## src/hw/rtl/rpbr_pkg.sv

```systemverilog
// ---------------------------------------------------------------------------
// rpbr_pkg
// Shared types and constants for the backward reachability pruning block.
// ---------------------------------------------------------------------------
package rpbr_pkg;

   localparam int VAR_W  = 6;   // variable index width
   localparam int NV_W   = 7;   // num_vars register width
   localparam int CNT_W  = 6;   // level and successor count width
   localparam int CMD_W  = 2;
   localparam int ROW_MAX = 64; // widest edge row the fields can address

   typedef enum logic [CMD_W-1:0] {
      CMD_ADD_EDGE  = 2'd0,
      CMD_MARK_ROOT = 2'd1,
      CMD_RUN       = 2'd2,
      CMD_CLEAR     = 2'd3
   } cmd_type;

   typedef enum logic {
      REG_NUM_VARS = 1'b0,
      REG_KEEP_ALL = 1'b1
   } reg_index_type;

   // broadcast control from the sequencer to every cell
   typedef struct packed {
      logic             clear;
      logic             edge_we;
      logic             root_we;
      logic [VAR_W-1:0] src;
      logic [VAR_W-1:0] tgt;
      logic             seed;
      logic             step;
      logic             count;
      logic             load;
      logic             shift;
      logic             keep_all;
      logic             shown_k;
      logic [NV_W-1:0]  n;
   } cell_ctrl_type;

endpackage

```

## src/hw/rtl/rpbr_cell.sv

```systemverilog
// ---------------------------------------------------------------------------
// rpbr_cell
// One variable: its edge row, root and necessary marks, successor counter
// and a result slot that shifts towards cell zero during emission.
// ---------------------------------------------------------------------------
module rpbr_cell #(
   parameter int INDEX = 0,
   parameter int CELLS = 64
) (
   input  logic                         clock,
   input  logic                         reset,
   input  rpbr_pkg::cell_ctrl_type      ctrl,
   input  logic [CELLS-1:0]             need_vec,
   input  logic [CELLS-1:0]             scan_vec,
   input  logic                         sh_nec_i,
   input  logic [rpbr_pkg::CNT_W-1:0]   sh_cnt_i,
   output logic                         need_o,
   output logic                         sh_nec_o,
   output logic [rpbr_pkg::CNT_W-1:0]   sh_cnt_o
);

   localparam logic [rpbr_pkg::NV_W-1:0]  IDX_N = rpbr_pkg::NV_W'(INDEX);
   localparam logic [rpbr_pkg::VAR_W-1:0] IDX_V = rpbr_pkg::VAR_W'(INDEX);

   logic [CELLS-1:0]           row_ff, row_in, tgt_dec;
   logic                       root_ff, root_in;
   logic                       need_ff, need_in;
   logic                       nec_ff, nec_in;
   logic [rpbr_pkg::CNT_W-1:0] cnt_ff, cnt_in;
   logic                       active, mine, hit, bit_k;

   always_comb begin
      for (int j = 0; j < CELLS; j++) begin
         tgt_dec[j] = (ctrl.tgt == rpbr_pkg::VAR_W'(j));
      end
   end

   assign active = (IDX_N < ctrl.n);
   assign mine   = (ctrl.src == IDX_V);
   assign hit    = |(row_ff & need_vec);
   assign bit_k  = |(row_ff & scan_vec);

   always_comb begin
      row_in  = row_ff;
      root_in = root_ff;
      need_in = need_ff;
      nec_in  = nec_ff;
      cnt_in  = cnt_ff;
      if (ctrl.clear) begin
         row_in  = '0;
         root_in = 1'b0;
         need_in = 1'b0;
      end else begin
         if (ctrl.edge_we && mine) begin
            row_in = row_ff | tgt_dec;
         end
         if (ctrl.root_we && mine) begin
            root_in = 1'b1;
         end
      end
      if (ctrl.seed) begin
         need_in = root_ff & active;
         cnt_in  = '0;
      end else if (ctrl.step) begin
         need_in = need_ff | (active & hit);
      end
      if (ctrl.count) begin
         cnt_in = cnt_ff + rpbr_pkg::CNT_W'(bit_k & ctrl.shown_k);
      end
      if (ctrl.load) begin
         nec_in = ctrl.keep_all ? active : need_ff;
      end
      if (ctrl.shift) begin
         nec_in = sh_nec_i;
         cnt_in = sh_cnt_i;
      end
   end

   always_ff @(posedge clock) begin
      if (reset) begin
         row_ff  <= '0;
         root_ff <= 1'b0;
         need_ff <= 1'b0;
      end else begin
         row_ff  <= row_in;
         root_ff <= root_in;
         need_ff <= need_in;
      end
      nec_ff <= nec_in;
      cnt_ff <= cnt_in;
   end

   assign need_o   = need_ff;
   assign sh_nec_o = nec_ff;
   assign sh_cnt_o = cnt_ff;

endmodule
```

## config.mk

```make
export PLATFORM = sky130hd
export DESIGN_NAME = rpbr_cell
export DESIGN_NICKNAME = d
export VERILOG_FILES = /design/src/hw/rtl/rpbr_pkg.sv /design/src/hw/rtl/rpbr_cell.sv
export SDC_FILE = /design/constraint.sdc
export NUM_CORES = 1
export LEC_CHECK = 0
export ABC_AREA = 0
export BUFFER_PORTS_ARGS = -buffer_cell sky130_fd_sc_hd__buf_2
export CAP_MARGIN = 0
export CORE_ASPECT_RATIO = 2
export CORE_MARGIN = 10
export CORE_UTILIZATION = 25
export CTS_BUF_LIST = sky130_fd_sc_hd__clkbuf_8
export DETAILED_ROUTE_END_ITERATION = 10
export PLACE_DENSITY = 0.57
export SKIP_LAST_GASP = 1
export SLEW_MARGIN = 25
export SYNTH_ARGS = -nofsm -noshare
export SYNTH_HDL_FRONTEND = slang
export SYNTH_SLANG_ARGS = --single-unit
```

## constraint.sdc

```tcl
create_clock -name clock -period 4.7 [get_ports clock]
set_input_delay 0.94 -clock clock [delete_from_list [all_inputs] [get_ports clock]]
set_output_delay 0.94 -clock clock [all_outputs]
set_load 0.1 [all_outputs]
```

Word level (Yosys, flattened, before mapping)
Index checks and enable logic that the tools add are counted. W data, S select, Z words.

Register bits after elaboration: 73. Output and inout port bits: 8.

Add/subtract/negate cells: 1. Order comparisons: 1. Eq/ne operators: 63. Muxes and demuxes: 9. Bitwise gates (word level): 7. Reductions and logical operators: 10.

Operators by type and width (count): $eq A6 B6 Y1 const B (32); $and A64 B64 Y64 (2); $reduce_or A64 Y1 (2); $eq A6 B5 Y1 const B (16); $or A64 B64 Y64 (1); $eq A6 B4 Y1 const B (8); $eq A6 B3 Y1 const B (4); $mux W6 (3); $eq A6 B2 Y1 const B (2); $logic_not A6 Y1 (2); $lt A1 B7 Y1 const A (1); $add A6 B1 Y6 (1); $eq A6 B1 Y1 const B (1); $mux W1 (6); $reduce_bool A3 Y1 (2); $and A1 B1 Y1 (3); $logic_and A1 B1 Y1 (2); $reduce_bool A2 Y1 (1); $reduce_or A2 Y1 (1); $or A1 B1 Y1 (1).

Longest topological paths before layout
Depth in word-level cells: 6. Mapped depth: 10. Depth with buffers taken out: 10.

Worst setup path before layout
No wires, ideal clock.

Kind: input to register. Start: input scan_vec[25]. End: register cnt_ff, in the netlist sh_cnt_o[4] (data pin). Library setup time: 0.262 ns. Data arrival time: 2.426 ns. Required time: 4.438 ns. Path slack: 2.013 ns. Stages on the path: 10. Buffers on the path: 0. Cell sequence: a22o_1 -> a221oi_1 -> nand4_1 -> nor3_1 -> a21boi_0 -> ha_1 -> ha_1 -> nand3_1 -> xor2_1 -> o21ai_0.

Longest elaborated chain between the ends: 6.

RTL lines: start, declared (RTL line rpbr_cell.sv:14) `input logic [CELLS-1:0] scan_vec,`; $and A64 B64 Y64 (RTL line rpbr_cell.sv:41) `assign bit_k = |(row_ff & scan_vec);`; $reduce_or A64 Y1 (RTL line rpbr_cell.sv:41); $and A1 B1 Y1 (RTL line rpbr_cell.sv:68) `cnt_in = cnt_ff + rpbr_pkg::CNT_W'(bit_k & ctrl.shown_k);`; $add A6 B1 Y6 (RTL line rpbr_cell.sv:68); $mux W6 (RTL line rpbr_cell.sv:67) `if (ctrl.count) begin`; $mux W6 (RTL line rpbr_cell.sv:73) `if (ctrl.shift) begin`; via cnt_in, one bit (RTL line rpbr_cell.sv:29) `logic [rpbr_pkg::CNT_W-1:0] cnt_ff, cnt_in;`; end signal, assigned (RTL line rpbr_cell.sv:90) `cnt_ff <= cnt_in;`; end, declared (RTL line rpbr_cell.sv:29).

The timed path passes the listed nets, and every way through them passes these cells. A chain may end at the register's enable or synchronous reset.

Final worst setup path
Start: input scan_vec[1]. End: register cnt_ff, in the netlist sh_cnt_o[4] (data pin).

The elaborated chain is that of the path after synthesis.

==> flow_summary.json <==
{
  "status": "finished, final reports clean",
  "syn_nets": 545,
  "root_buffer": "clkbuf_8",
  "cts_tree": "done",
  "gr-total-overflow": 0,
  "placed_cell_area_um2": 4300,
  "core-area_um2": 13000,
  "slowest_stage": "a221oi_1",
  "first_pass_iters": 4,
  "min_path_type": "flip-flop to flip-flop",
  "ant_nets": 0,
  "power_mw": 1.26,
  "cts_buffer_depth": 2,
  "cts-hold-fix-buffers": 0,
  "grt_pass1_wl_um": 23700,
  "power_per_cell_area_nw_per_um2": 281,
  "path_class": "input pin to flip-flop",
  "leakage_nw": 1.83,
  "cts-buffers-inserted": 9,
  "cp_top_family": "compound AO/OA/AOI/OAI gates",
  "grt_usage": 0.174,
  "grt_setup_unrepaired": "false",
  "die_w_um": 101,
  "crit_chain": "buf_2 -> a22o_1 -> a221oi_1 -> nand4_1 -> nor3_1 -> a21boi_0 -> ha_1 -> ha_1 -> nand3_1 -> xor2_1 -> o21ai_0",
  "drtIter0Drc": 200,
  "htreeDepth": 3,
  "power_frac_comb": 0.133,
  "critPathRequiredTime_ns": 4.81,
  "maxSlewHeadroom": 0.376,
  "fin_nets": 716,
  "report.final.slew_viol_count": 0,
  "synth.ff_latch_count": 73,
  "grt_max_degree": 40,
  "fmax_mhz": 344,
  "cpMostUsedCell": "ha_1",
  "critical_path_buf_inv_count": 1,
  "ioPinCount": 174,
  "synth_area_um2": 3310,
  "portBuffers": 173,
  "pre_cts_slack_ns": 1.40,
  "p_int_uw": 911,
  "skew_ns": 0.00968,
  "die_h_um": 183,
  "worstSetupEndpointType": "flip-flop",
  "worstPathArrival_ns": 3.01,
  "switchingPower_uw": 345,
  "syn_area_per_cell_um2": 8.79,
  "antennaDiodeCount": 0,
  "fin_setup_tns_ns": 0,
  "rows": 59,
  "gp_congestion": 0.854,
  "viasPerCell": 5.21,
  "antenna_found_initial": 0,
  "final_area_um2": 4470,
  "fill_cells": 1410,
  "dieArea_um2": 18500,
  "drc": 0,
  "wl_per_cell_um": 23.5,
  "synthDistinctLibCells": 33,
  "grt_pass1_vias": 3961,
  "mostFrequentLayoutCell": "buf_2",
  "finalCriticalPeriod_ns": 2.90,
  "cts-resized-gates": 0,
  "clk_latency_ns": 0.36,
  "layout_common_cells": "buf_2 (173), nor2_1 (78), dfxtp_1 (66)",
  "critPathLaunchType": "input pin",
  "dp_hpwl_um": 14000,
  "synthToLayoutAreaGrowth_pct": 34.9,
  "cp_max_fo": 2,
  "yosys_warnings": 0,
  "clkPwrFrac": 0.358,
  "netSwitchingFraction": 0.275,
  "hold_viol": 0,
  "maxCapViolations": 0,
  "ir_drop_mv": 0.147,
  "yosys_most_used_dff": "dfxtp_1",
  "vias": 3670,
  "clk_pin_slew_ns": 0.08,
  "postCtsSetupRepairBufs": 0,
  "synthCells": 377,
  "setup_viol": 0,
  "max_stage_delay_ns": 0.58,
  "drive_above_1_share": 0.363,
  "async_flop_share": 0,
  "power_frac_seq": 0.509,
  "synth_edf_count": 7,
  "seq_area_frac_synth": 0.462,
  "fin_ws_ns": 1.80,
  "cts.sinks": 73,
  "worstMarginPinSlew_ns": 0.927,
  "wl_um": 16500,
  "start_util": 0.255,
  "period_share": 0.618
}
sequential cells by signal, indices dropped and copies added, names as in the netlist:
register	count
root_ff	1
sh_cnt_o	6
sh_nec_o	1
need_o	1
row_ff	64
power groups by stage:
stage	Combinational [mW]	Sequential, mW	Clock, mW
after floorplan	0.0328	0.697	0
after global placement	0.165	0.654	0
after detailed placement	0.167	0.654	0
after CTS	0.167	0.640	0.462
after global routing	0.179	0.640	0.489
final	0.166	0.640	0.450
final timing paths:
| check | start | end | slack, ns | depth (start not counted) |
|---|---|---|---|---|
| worst max-delay path | scan_vec[1] | sh_cnt_o[4] | 1.80 | 11 |
| worst min-delay path | row_ff[36] | row_ff[36] | 0.50 | 2 |
| worst max register to register | row_ff[1] | sh_cnt_o[4] | 2.09 | 10 |
| worst min register to register | row_ff[36] | row_ff[36] | 0.50 | 2 |
Yosys cell counts, types with 3 or more instances:
master,number,share of area
a21oi_1,61,0.092
a221oi_1,25,0.066
a22o_1,25,0.066
a22oi_1,14,0.032
a31oi_1,3,0.0057
buf_1,4,0.0045
buf_6,4,0.014
clkbuf_1,6,0.0068
dfxtp_1,66,0.40
edfxtp_1,7,0.063
nand2_1,13,0.015
nand2b_1,8,0.015
nand3_1,5,0.0075
nand4_1,9,0.017
nor2_1,78,0.088
nor2_4,3,0.010
nor3_1,8,0.012
nor3_2,5,0.015
nor4_1,5,0.0094
o21ai_0,9,0.014
routing by layer:
metal,GRT usage,up-vias,share of wire
li1,-,1772,-
met2,0.322,141,0.55
met5,0,-,0
met1,0.170,1723,0.35
met4,0.0958,0,0.046
met3,0.0361,34,0.052
worst register-to-register path: stages, from the launching register on:
cell	delay, ns
dfxtp_1	0.38
a22o_1	0.23
a221oi_1	0.58
nand4_1	0.16
nor3_1	0.15
a21boi_0	0.12
ha_1	0.21
ha_1	0.20
nand3_1	0.10
xor2_1	0.14
o21ai_0	0.08
through the flow:
stage,cells,util,hold WS [ns]
after floorplan,377,-,0.450
after global placement,689,0.331,0.483
after detailed placement,689,0.331,0.485
after CTS,705,0.344,0.503
after global routing,705,0.344,0.522
final,705,0.344,0.502
logic make-up (layout without fill, tap and decap cells):
logic type	Yosys count	after routing	synth area share
compound gates	139	139	0.279
xor+xnor	4	4	0.0106
fa+ha+maj	2	2	0.00755
buf+inv	17	193	0.0287
flops	73	73	0.462
simple gates	142	142	0.212
area by class of cell:
class	instances	area (µm²)	area share
Timing Repair Buffer	175	881	0.197
Inverter	2	7.51	0.00168
Sequential cell	73	1530	0.342
Multi-Input combinational cell	287	1690	0.377
Tap cell	152	190	0.0425
Clock buffer	11	151	0.0339
Clock inverter	5	22.5	0.00504
Power figures use the tool's default switching activity.
